--- src/rtl/core/frv_pkg.sv ---
`default_nettype none

package frv_pkg;

    localparam int MAX_ELEMENTS = 256;
    localparam int VALUE_W      = 32;
    localparam int IDX_W        = 8;
    localparam int ADDR_W       = $clog2(MAX_ELEMENTS);
    localparam int CNT_W        = $clog2(MAX_ELEMENTS + 1);

    typedef enum logic [1:0] {
        ST_LOAD,
        ST_SEARCH,
        ST_FINISH
    } t_state;

    // controller -> datapath
    typedef struct packed {
        logic load;          // store one element (or mark overflow)
        logic search_start;  // set up the pair walk
        logic issue;         // read one pair and advance
        logic publish;       // move result to output register, reset element count and overflow flag
    } t_cmd;

    // datapath -> controller
    typedef struct packed {
        logic issue_done;    // no pair left to read
        logic hit;           // pair in compare stage matches
        logic cmp_pending;   // a pair is in compare stage
        logic out_full;      // output register cannot take a result now
    } t_stat;

endpackage

`default_nettype wire

--- src/rtl/core/frv_ctrl.sv ---
`default_nettype none

module frv_ctrl
    import frv_pkg::*;
(
    input  wire        i_clk,
    input  wire        i_rst_n,
    input  wire        i_in_valid,
    input  wire        i_in_last,
    output logic       o_in_ready,
    input  wire t_stat i_stat,
    output t_cmd       o_cmd
);

    t_state r_state;
    t_state n_state;

    always_ff @(posedge i_clk) begin
        if (!i_rst_n) begin
            r_state <= ST_LOAD;
        end else begin
            r_state <= n_state;
        end
    end

    always_comb begin
        n_state    = r_state;
        o_cmd      = '0;
        o_in_ready = 1'b0;
        unique case (r_state)
            ST_LOAD: begin
                o_in_ready = 1'b1;
                if (i_in_valid) begin
                    o_cmd.load = 1'b1;
                    if (i_in_last) begin
                        o_cmd.search_start = 1'b1;
                        n_state            = ST_SEARCH;
                    end
                end
            end
            ST_SEARCH: begin
                // stop issuing at the first match; pairs come in search order
                if (i_stat.hit) begin
                    n_state = ST_FINISH;
                end else if (!i_stat.issue_done) begin
                    o_cmd.issue = 1'b1;
                end else if (!i_stat.cmp_pending) begin
                    n_state = ST_FINISH;
                end
            end
            ST_FINISH: begin
                if (!i_stat.out_full) begin
                    o_cmd.publish = 1'b1;
                    n_state       = ST_LOAD;
                end
            end
            default: begin
                n_state = ST_LOAD;
            end
        endcase
    end

endmodule

`default_nettype wire

--- config.mk ---
export PLATFORM = sky130hd
export DESIGN_NAME = frv_ctrl
export DESIGN_NICKNAME = d
export VERILOG_FILES = /design/src/rtl/core/frv_pkg.sv /design/src/rtl/core/frv_ctrl.sv
export SDC_FILE = /design/constraint.sdc
export NUM_CORES = 1
export LEC_CHECK = 0
export BUFFER_PORTS_ARGS = -buffer_cell sky130_fd_sc_hd__buf_4
export CORE_AREA = 2 2 39 41
export CTS_CLUSTER_SIZE = 12
export DETAILED_ROUTE_END_ITERATION = 16
export DIE_AREA = 0 0 41 43
export MAX_ROUTING_LAYER = met4
export PLACE_DENSITY = 0.4
export RECOVER_POWER = 100
export SYNTH_ARGS = -nofsm -noshare
export SYNTH_HDL_FRONTEND = slang
export SYNTH_SLANG_ARGS = --single-unit
--- constraint.sdc ---
create_clock -name i_clk -period 1 [get_ports i_clk]
set_input_delay 0.1 -clock i_clk [delete_from_list [all_inputs] [get_ports i_clk]]
set_output_delay 0.1 -clock i_clk [all_outputs]
set_load 0.02 [all_outputs]
==> metrics, run 1 <==
ANT nets after route 0; Yosys reg bits 2; R2R Setup Slk 0.03 ns; max-slew violation count 0; MaxCap Viol Count 0; per-cell routed wire length 9.000 um; CP arrival 1.04 ns; Largest Register r_state; drt pass-1 iters 2; clock sink count 2; fill count 152; final core occ 25.32%; Buf/Inv on CP 1; Syn Area/Cell 8.508 um2; slowest stage delay, CP 0.35 ns; I/O pin cnt 13; Layout area overhead 174.5%; layout cells sized above 1 77.14%; setup ws final -0.1406 ns; TritonCTS clock tree built; I/O Buffers 12; gr usage total 6.667%; DRC violations left 0; Int Power ~0.00028 W; Rows 14; Clock power frac roughly 47%; vias per cell 3.549; VDD IR max 0.0004640 V; Num CTS Buffers 3; register share of total power 23.4%; Setup CP Type flip-flop to output port; Tot Pwr 0.0003778 W; pin count of the biggest net entering global routing 7; buffer depth of the longest clock path 2; Worst Hold Slack about 0.13 ns; post-synth net total 23; H-Tree Depth 1; clk root buf clkbuf_4; vias 181; setup violators final 5; status finished, violations left; number of flip-flops in the largest register 2; vias in the first global route 174; switch share 25.07%; Mapped Cells 15; Least-Margin Pin Slew 0.2000 ns; Combinational Power Share 29.5%; register area share after synthesis 31.37%; GPL Wtd Cong ~0.55; total core area 1384 um2; Switch Pwr 0.00009471 W; Power Density 1078 nW/um2; commonest non-fill, non-tap cell in the layout buf_4; worst path cell trace nor3b_4 > and2_4 > buf_6; Die W between 40 and 50 um; Distinct cells, synth 12; initial DRC count 3; Min-Delay Path Class primary input to flip-flop; Die ar. roughly 1800 um2; Final Skew between 0.002 and 0.003 ns; RSZ-0062 raised after global routing yes; CP max FO 5; ANT cells 0; P_leak approximately 0.15 nW; CP top delay family simple AND/OR/NAND/NOR gates; Clk pin slew, worst setup/hold paths 0.03 ns; Final #Nets 45; f_max 876.7 MHz; Mapped Area between 100 and 150 um2; failing checks negative setup slack; CP endpoint kind output port; Largest regs r_state (2); Worst setup SP type flip-flop; period utilisation layout 114.1%; Placement Setup Slack between 0.06 and 0.07 ns; first-pass GRT wire length approximately 700 um; antenna violations before repair 0; Relative slew margins roughly 87%; initial core utilization 9.222%; critical path's slowest cell dfxtp_4; clk_lat worst skew 0.22 ns; commonest non-fill, non-tap cells in the layout buf_4 (12), buf_6 (5), clkbuf_4 (3), nor4b_2 (2), dfxtp_4 (2); Post-Route WL 459 um; die height 43 um; warning count from the yosys run 0; grt ovf 0; post-layout min period 1.141 ns; Required @ worst endpoint 0.90 ns; TNS Setup -0.4268 ns; Fin. Hold Viols 0
==> final cells by class <==
cell class | count | area, um2 | share of cell area [%]
timing repair buffer | 17 | 146.4 | 41.79
multi-input combinational | 12 | 110.1 | 31.43
sequential | 2 | 47.55 | 13.57
clock buffer | 3 | 22.52 | 6.429
tap | 16 | 20.02 | 5.714
inverter | 1 | 3.754 | 1.071
==> cell usage after synthesis, drive strengths merged <==
| master | count | area share (%) |
|---|---|---|
| and2 | 1 | 6.9 |
| nand2 | 1 | 2.9 |
| nor4b | 2 | 14 |
| nand2b | 1 | 4.9 |
| dfxtp | 2 | 31 |
| o21ai | 1 | 3.9 |
| nor2 | 2 | 5.9 |
| nor2b | 1 | 4.9 |
| o21a | 1 | 5.9 |
| nor3b | 1 | 9.8 |
| inv | 1 | 2.9 |
| o2111ai | 1 | 6.9 |
==> final timing paths <==
kind / end / depth (start not counted) / from
worst max-delay path: o_cmd[2] / 3 / r_state[0]$_SDFFE_PN0P_
worst min-delay path: r_state[0]$_SDFFE_PN0P_ / 2 / i_rst_n
worst max register to register: r_state[0]$_SDFFE_PN0P_ / 4 / r_state[0]$_SDFFE_PN0P_
worst min register to register: r_state[1]$_SDFFE_PN0P_ / 2 / r_state[0]$_SDFFE_PN0P_
==> layer usage <==
metal,vias up,part of all wire [%],GRT usage (%)
met2,13,32,5.938
met1,74,55,8.917
met5,-,0,-
met3,0,13,4.712
li1,94,-,-
met4,0,0,6.000
==> power by group through the flow <==
stage | logic [W] | clock network [W] | registers, W
floorplan | 0.0000374 | 0 | 0.0000917
global placement | 0.0000796 | 0 | 0.0000922
detailed placement | 0.0000811 | 0 | 0.0000928
CTS | 0.000101 | 0.000193 | 0.0000882
global route | 0.000121 | 0.000201 | 0.0000891
finish | 0.000111 | 0.000178 | 0.0000883
==> per-stage QoR <==
stage                     cell area [um2]  cells
final                               350.3     51
after global routing                350.3     51
after CTS                           326.6     50
after detailed placement            252.7     43
after global placement              252.7     43
after floorplan                     142.6     15
==> cell families after synthesis <==
logic type	Yosys count	synth area share (%)
and+or+nand+nor	9	49.03
buffers and inverters	1	2.938
DFF	2	31.37
AOI/OAI and AO/OA	3	16.67
==> timing repair <==
action / in CTS / in global routing
hold endpoints to repair: 0 / 0
setup buffers: 4 / 1
gates resized for setup: 6 / 4
hold buffers: 0 / 0
cloned: 0 / 0
pin swaps: 3 / 3
setup endpoints to repair: 4 / 6
Note: power is estimated with default switching activity, not from simulation.
==> inputs of run 2 (changes only) <==
--- a/config.mk
+++ b/config.mk
@@ -5,14 +5,16 @@
 export SDC_FILE = /design/constraint.sdc
 export NUM_CORES = 1
 export LEC_CHECK = 0
-export BUFFER_PORTS_ARGS = -buffer_cell sky130_fd_sc_hd__buf_4
+export BUFFER_PORTS_ARGS = -buffer_cell sky130_fd_sc_hd__clkbuf_2
 export CORE_AREA = 2 2 39 41
 export CTS_CLUSTER_SIZE = 12
 export DETAILED_ROUTE_END_ITERATION = 16
 export DIE_AREA = 0 0 41 43
+export GPL_TIMING_DRIVEN = 0
 export MAX_ROUTING_LAYER = met4
 export PLACE_DENSITY = 0.4
 export RECOVER_POWER = 100
+export SKIP_LAST_GASP = 1
 export SYNTH_ARGS = -nofsm -noshare
 export SYNTH_HDL_FRONTEND = slang
 export SYNTH_SLANG_ARGS = --single-unit
==> run 2 against run 1 <==
Effect of this change:
- clock power about the same
- routed wire length fell by 8.9%
- total power decreased by 5.0%
- the run still ends with negative setup slack left
- register-to-register slack worse by 0.11 ns
- final cell count fell by 3.9%
- die area did not move
- sequential power rose by 0.5%
- non-clock buffer count shrank 2
- setup slack got worse by 0.017 ns
- core utilization decreased by 3.5 points
- critical endpoint unchanged
==> metrics, run 2 (synthesized netlist as in run 1, its figures left out) <==
status finished, violations left; failing checks negative setup slack; Die ar. 1763 um2 (unchanged); drt pass-1 iters 3 (+1); DRC violations left 0 (unchanged); Rows 14 (unchanged); Finished Cell Area 301.5 um2 (-14%); Clock power frac 48.7% (+1.6 points); TritonCTS clock tree built; Largest regs r_state (2); CP arrival 1.06 ns (+0.02 ns); initial core utilization 9.222% (unchanged); switch share 24.75% (-0.32 points); vias 161 (-11%); VDD IR max 0.0004643 V (about the same); ANT nets after route 0 (unchanged); Num CTS Buffers 3 (unchanged); Int Power 0.0002701 W (-4.6%); period utilisation layout 115.7% (+1.7 points); first-pass GRT wire length 648 um (-7.8%); Combinational Power Share 26.5% (-3.0 points); commonest non-fill, non-tap cells in the layout clkbuf_2 (8), buf_4 (4), clkbuf_4 (3); Clk pin slew, worst setup/hold paths 0.03 ns (about the same); die height 43 um (unchanged); max-slew violation count 0 (unchanged); Worst Hold Depth 3 (+1); Relative slew margins 84.31% (-2.3 points); I/O pin cnt 13 (unchanged); initial DRC count 11 (+8); Largest Register r_state; MaxCap Viol Count 0 (unchanged); total core area 1384 um2 (unchanged); antenna violations before repair 0 (unchanged); Worst setup SP type flip-flop; Final Skew 0.001095 ns (-0.001405 ns); Die W 41 um (unchanged); Reg2Reg Depth 5 (+1); grt ovf 0 (unchanged); vias in the first global route 163 (-6.3%); hold_buf cts 0 (unchanged); commonest non-fill, non-tap cell in the layout clkbuf_2; CP endpoint kind output port; Power Density 1190 nW/um2 (+10%); Post-Route WL 418 um (-8.9%); ANT cells 0 (unchanged); setup violators final 5 (unchanged); Setup CP Type flip-flop to output port; P_leak 0.1331 nW (-13%); Fin. Hold Viols 0 (unchanged); per-cell routed wire length 8.531 um (-5.2%); layout cells sized above 1 69.70% (-7.4 points); clock sink count 2 (unchanged); RSZ-0062 raised after global routing yes; Layout area overhead 136.3%; clk_lat worst skew 0.22 ns (about the same); post-layout min period 1.157 ns (+0.01684 ns); I/O Buffers 12 (unchanged); pin count of the biggest net entering global routing 7 (unchanged); TNS Setup -0.5406 ns (-0.1138 ns); area after detailed placement 222.7 um2 (-12%); Least-Margin Pin Slew 0.2321 ns (+0.03209 ns); f_max 864.0 MHz (-1.5%); gr usage total 6.359% (-0.31 points); clk root buf clkbuf_4; CP max FO 6 (+1); vias per cell 3.286 (-7.4%); Switch Pwr 0.00008886 W (-6.2%); register share of total power 24.7% (+1.3 points); Final #Nets 43 (-4.4%); Required @ worst endpoint 0.90 ns (about the same); Min-Delay Path Class primary input to flip-flop; number of flip-flops in the largest register 2 (unchanged); GPL Wtd Cong 0.5631 (+2.3%); setup ws final -0.1574 ns (-0.01684 ns); H-Tree Depth 1 (unchanged); buffer depth of the longest clock path 2 (unchanged)
[run 2: cell count changes in the layout (fill, tap and decap cells not counted), sizes merged]
cell    previous run  this run
buf               17         7
clkbuf             3        11
[run 2: worst paths after layout]
path	startpoint	endpoint	slack, ns
max reg2reg	r_state[0]$_SDFFE_PN0P_	r_state[0]$_SDFFE_PN0P_	-0.08
min reg2reg	r_state[0]$_SDFFE_PN0P_	r_state[1]$_SDFFE_PN0P_	0.54
min	i_stat[0]	r_state[1]$_SDFFE_PN0P_	0.11
max	r_state[0]$_SDFFE_PN0P_	o_cmd[2]	-0.16
[run 2: layout make-up]
type,instances,area [um2]
fill,153,1082
timing repair buffer,15,111.4
multi-input combinational,12,96.34
sequential,2,47.55
clock buffer,3,22.52
tap,16,20.02
inverter,1,3.754
[run 2: power by group through the flow]
stage | logic (W) | clock network [W] | registers, W
after floorplan | 0.0000374 | 0 | 0.0000917
after global placement | 0.0000666 | 0 | 0.0000934
after detailed placement | 0.0000671 | 0 | 0.0000931
after CTS | 0.0000851 | 0.000190 | 0.0000902
after global routing | 0.000102 | 0.000205 | 0.0000900
final | 0.0000953 | 0.000175 | 0.0000887
[run 2: per-stage QoR]
step / hold WS, ns / std cells / power [W] / util, % / setup slack [ns]
2_1_floorplan: 0.2177 / 15 / 0.0001291 / - / -0.05958
3_3_place_gp: 0.3464 / 43 / 0.0001600 / 16.09 / 0.03940
3_5_place_dp: 0.3409 / 43 / 0.0001602 / 16.09 / 0.02919
4_1_cts: 0.09861 / 48 / 0.0003654 / 20.43 / -0.1996
5_1_grt: 0.1328 / 49 / 0.0003967 / 21.79 / -0.2216
6_report: 0.1082 / 49 / 0.0003590 / 21.79 / -0.1574
[run 2: repair_timing]
action / 4_1_cts / 5_1_grt
resized for setup: 6 / 7
hold endpoints to repair: 0 / 0
buffers inserted: 2 / 1
pin swaps: 2 / 3
setup endpoints to repair: 4 / 5
[run 2: metal layers]
metal | vias to the layer above | routed length, um | part of all wire [%] | track usage [%]
met3 | 0 | 65 | 16 | 4.712
met4 | 0 | 0 | 0 | 6.000
met5 | - | 0 | 0 | -
li1 | 91 | - | - | -
met1 | 57 | 223 | 53 | 8.599
met2 | 13 | 128 | 31 | 5.313
[run 2: critical path, cell delays in order (launching register included)]
cell,delay [ns]
dfxtp_4,0.35
nor3b_4,0.20
and2_4,0.18
buf_8,0.10
==> inputs of run 3 (changes only) <==
--- a/config.mk
+++ b/config.mk
@@ -5,6 +5,7 @@
 export SDC_FILE = /design/constraint.sdc
 export NUM_CORES = 1
 export LEC_CHECK = 0
+export ABC_AREA = 1
 export BUFFER_PORTS_ARGS = -buffer_cell sky130_fd_sc_hd__clkbuf_2
 export CORE_AREA = 2 2 39 41
 export CTS_CLUSTER_SIZE = 12
@@ -12,7 +13,7 @@
 export DIE_AREA = 0 0 41 43
 export GPL_TIMING_DRIVEN = 0
 export MAX_ROUTING_LAYER = met4
-export PLACE_DENSITY = 0.4
+export PLACE_DENSITY = 0.44
 export RECOVER_POWER = 100
 export SKIP_LAST_GASP = 1
 export SYNTH_ARGS = -nofsm -noshare
==> constraint.sdc (replaced) <==
create_clock -name i_clk -period 1.22 [get_ports i_clk]
set_input_delay 0.122 -clock i_clk [delete_from_list [all_inputs] [get_ports i_clk]]
set_output_delay 0.122 -clock i_clk [all_outputs]
set_load 0.02 [all_outputs]
==> run 3 against run 2 <==
Effect of this change:
- the run now ends clean
- design area shrank 5.8%
- die area unchanged
- largest power group unchanged
- critical path depth stayed put
- first-iteration DRC count down 91%
==> metrics, run 3 <==
Clock power frac 52.0% (+3.3 points); Distinct cells, synth 10 (-2); Relative slew margins 83.22% (-1.1 points); max-slew violation count 0 (unchanged); Syn Area/Cell 5.308 um2 (-38%); Multi-input gate area 95.09 um2 (-1.3%); Seq. cell area 40.04 um2 (-16%); commonest non-fill, non-tap cells in the layout inv_1 (12), clkbuf_2 (10), nor2_1 (6), nand2_1 (5), clkbuf_4 (3); H-Tree Depth 1 (unchanged); Clk pin slew, worst setup/hold paths 0.03 ns (about the same); register share of total power 25.4% (+0.7 points); Worst setup SP type flip-flop; Synth Area in Compound Gates 10.71% (-6.0 points); Synth top cells by count inv_1 (12), nor2_1 (6), nand2_1 (5); worst r2r dst r_state[1]$_SDFFE_PN0P_; area leader, netlist inv_1; warning count from the yosys run 0 (unchanged); initial core utilization 12.66% (+3.4 points); MaxCap Viol Count 0 (unchanged); Reg2Reg Depth 6 (+1); top cells by area, synth inv_1 (26%), dfxtp_1 (23%), nor2_1 (13%); Required @ worst endpoint 1.10 ns (+0.20 ns); ys flop type dfxtp_1; CP max FO 4 (-2); Adder-Cell Fraction of Synth Area 0% (unchanged); Final Skew 0.001955 ns (+0.0008601 ns); Combinational Power Share 22.6% (-3.9 points); Largest regs r_state (2); clk root buf clkbuf_4; R2R Setup Slk 0.28 ns (+0.36 ns); antenna violations before repair 0 (unchanged); Tot Pwr 0.0002855 W (-20%); per-cell routed wire length 6.203 um (-27%); CP arrival 1.04 ns (-0.02 ns); number of synthesized flops with an enable pin 0 (unchanged); hold_sp i_rst_n; clock sink count 2 (unchanged); Buf/Inv on CP 1 (unchanged); met2 wire len 144 um (+13%); Final #Nets 58 (+35%); VDD IR max 0.0002333 V (-50%); vias per cell 3.406 (+3.7%); Post-Synth Simple-Gate Area 40.71% (-8.3 points); TritonCTS clock tree built; FFs w/ async S/R, synth 0% (unchanged); Hold EP r_state[1]$_SDFFE_PN0P_; RR Startpoint r_state[0]$_SDFFE_PN0P_; first-pass GRT wire length 614 um (-5.2%); Num CTS Buffers 3 (unchanged); commonest non-fill, non-tap cell in the layout inv_1; max layer used met4; number of flip-flops in the largest register 2 (unchanged); layout cells sized above 1 39.58% (-30 points); status finished clean; critical path's slowest cell dfxtp_1; Layout area overhead 62.14%; post_cts resized 1 (-5); post-synthesis xor/xnor area fraction 0% (unchanged); Die ar. 1763 um2 (unchanged); pin count of the biggest net entering global routing 5 (-2); hold_buf cts 0 (unchanged); CP endpoint kind output port; Min-Delay Path Class primary input to flip-flop; Die W 41 um (unchanged); register area share after synthesis 22.86% (-8.5 points); largest family of logic cells by synthesized area simple AND/OR/NAND/NOR gates; Mapped Cells 33 (+18); Rows 14 (unchanged); switch share 28.40% (+3.6 points); post-layout min period between 1 and 1.5 ns; f_max 857.7 MHz; WL met3 37 um (-43%); grt ovf 0 (unchanged); Yosys reg bits 2 (unchanged); CP top delay family flip-flops; clk_lat worst skew 0.23 ns (about the same); Switch Pwr 0.00008106 W (-8.8%); fill count 163 (+6.5%); GPL Wtd Cong 0.6327 (+12%); setup violators final 0 (-5); vias in the first global route 166 (+1.8%); slowest stage delay, CP 0.39 ns (+0.04 ns); Least-Margin Pin Slew 0.2528 ns (+0.02070 ns); ANT cells 0 (unchanged); Int Power 0.0002044 W (-24%); final core occ 20.52% (-1.3 points); die height 43 um (unchanged); drt pass-1 iters 2 (-1); I/O pin cnt 13 (unchanged); period utilisation layout between 90% and 100%; worst path cell trace nand2_2 > nor2_2 > clkbuf_2; RSZ-0062 raised after global routing yes; M1 WL 185 um (-17%); vias 218 (+35%); P_leak 0.1735 nW (+30%); DP Wirelength about 330 um; total core area 1384 um2 (unchanged); Fin. Hold Viols 0 (unchanged); post-synth net total 41 (+78%); ANT nets after route 0 (unchanged); most common cell in the netlist inv_1; Worst Hold Depth 3 (unchanged); I/O Buffers 12 (unchanged); post-CTS setup buffer count 0 (-2); buffer depth of the longest clock path 2 (unchanged); mux contribution to synthesized area 0% (unchanged); Largest Register r_state; Power Density 1005 nW/um2 (-16%); Post-Route WL 397 um (-5.0%); initial DRC count 1 (-10); Synth top area share 25.71% (-5.7 points); DRC violations left 0 (unchanged); Mapped Area 175.2 um2 (+37%); Setup CP Type flip-flop to output port; gr usage total 6.468% (+0.11 points)
run 3: cell types whose count changed in the layout (fill, tap and decap cells not counted), moves of 2 or more:
cell / delta
nand2_1: +4
buf_8: -2
dfxtp_4: -2
nor2_1: +4
clkbuf_2: +2
inv_1: +11
nor2_2: +2
dfxtp_1: +2
buf_4: -3
run 3: area by class of cell:
class	count	share of cell area, %
Clock buffer	3	7.930
Inverter	12	15.86
Multi-Input combinational cell	19	33.48
Sequential cell	2	14.10
Tap cell	16	7.048
Timing Repair Buffer	12	21.59
run 3: how the worst max path moves through the flow:
stage	from	endpoint	cells after the start
global placement	r_state[1]$_SDFFE_PN0P_	o_cmd[2]	4
finish	r_state[0]$_SDFFE_PN0P_	o_cmd[1]	3
CTS	r_state[1]$_SDFFE_PN0P_	o_cmd[2]	4
floorplan	r_state[1]$_SDFFE_PN0P_	r_state[0]$_SDFFE_PN0P_	5
detailed placement	r_state[1]$_SDFFE_PN0P_	o_cmd[2]	4
global route	r_state[0]$_SDFFE_PN0P_	o_cmd[1]	3
run 3: worst min-delay path: cells and delay by family:
kind,cells,cell delay [ns]
AO/OA/AOI/OAI,1,0.03
buffers and inverters,2,0.14
run 3: cell families (layout without fill, tap and decap cells):
kind of cell           Yosys count  count (layout)
and+or+nand+nor                 16              16
buffers and inverters           12              27
AOI/OAI and AO/OA                3               3
DFF                              2               2
run 3: power by group through the flow:
stage	logic (W)	clock network, W	registers (W)
global route	0.0000720	0.000167	0.0000729
floorplan	0.0000408	0	0.0000721
CTS	0.0000660	0.000157	0.0000716
detailed placement	0.0000647	0	0.0000724
finish	0.0000647	0.000148	0.0000725
global placement	0.0000647	0	0.0000724
run 3: stage by stage:
step	instance area, um2	setup slack [ns]	instances	setup TNS, ns	hold WS (ns)
CTS	280.3	0.001278	64	0	0.1094
floorplan	175.2	0.01234	33	0	0.2283
global placement	255.2	0.2386	61	0	0.3466
global route	284.0	-0.01735	64	-0.01735	0.1193
finish	284.0	0.05409	64	0	0.1144
detailed placement	255.2	0.2512	61	0	0.3451
run 3: metal layers:
layer | up-vias | GRT usage (%)
met5 | - | -
met4 | 0 | 10.00
met3 | 4 | 4.712
met2 | 12 | 5.938
met1 | 81 | 6.390
li1 | 121 | -
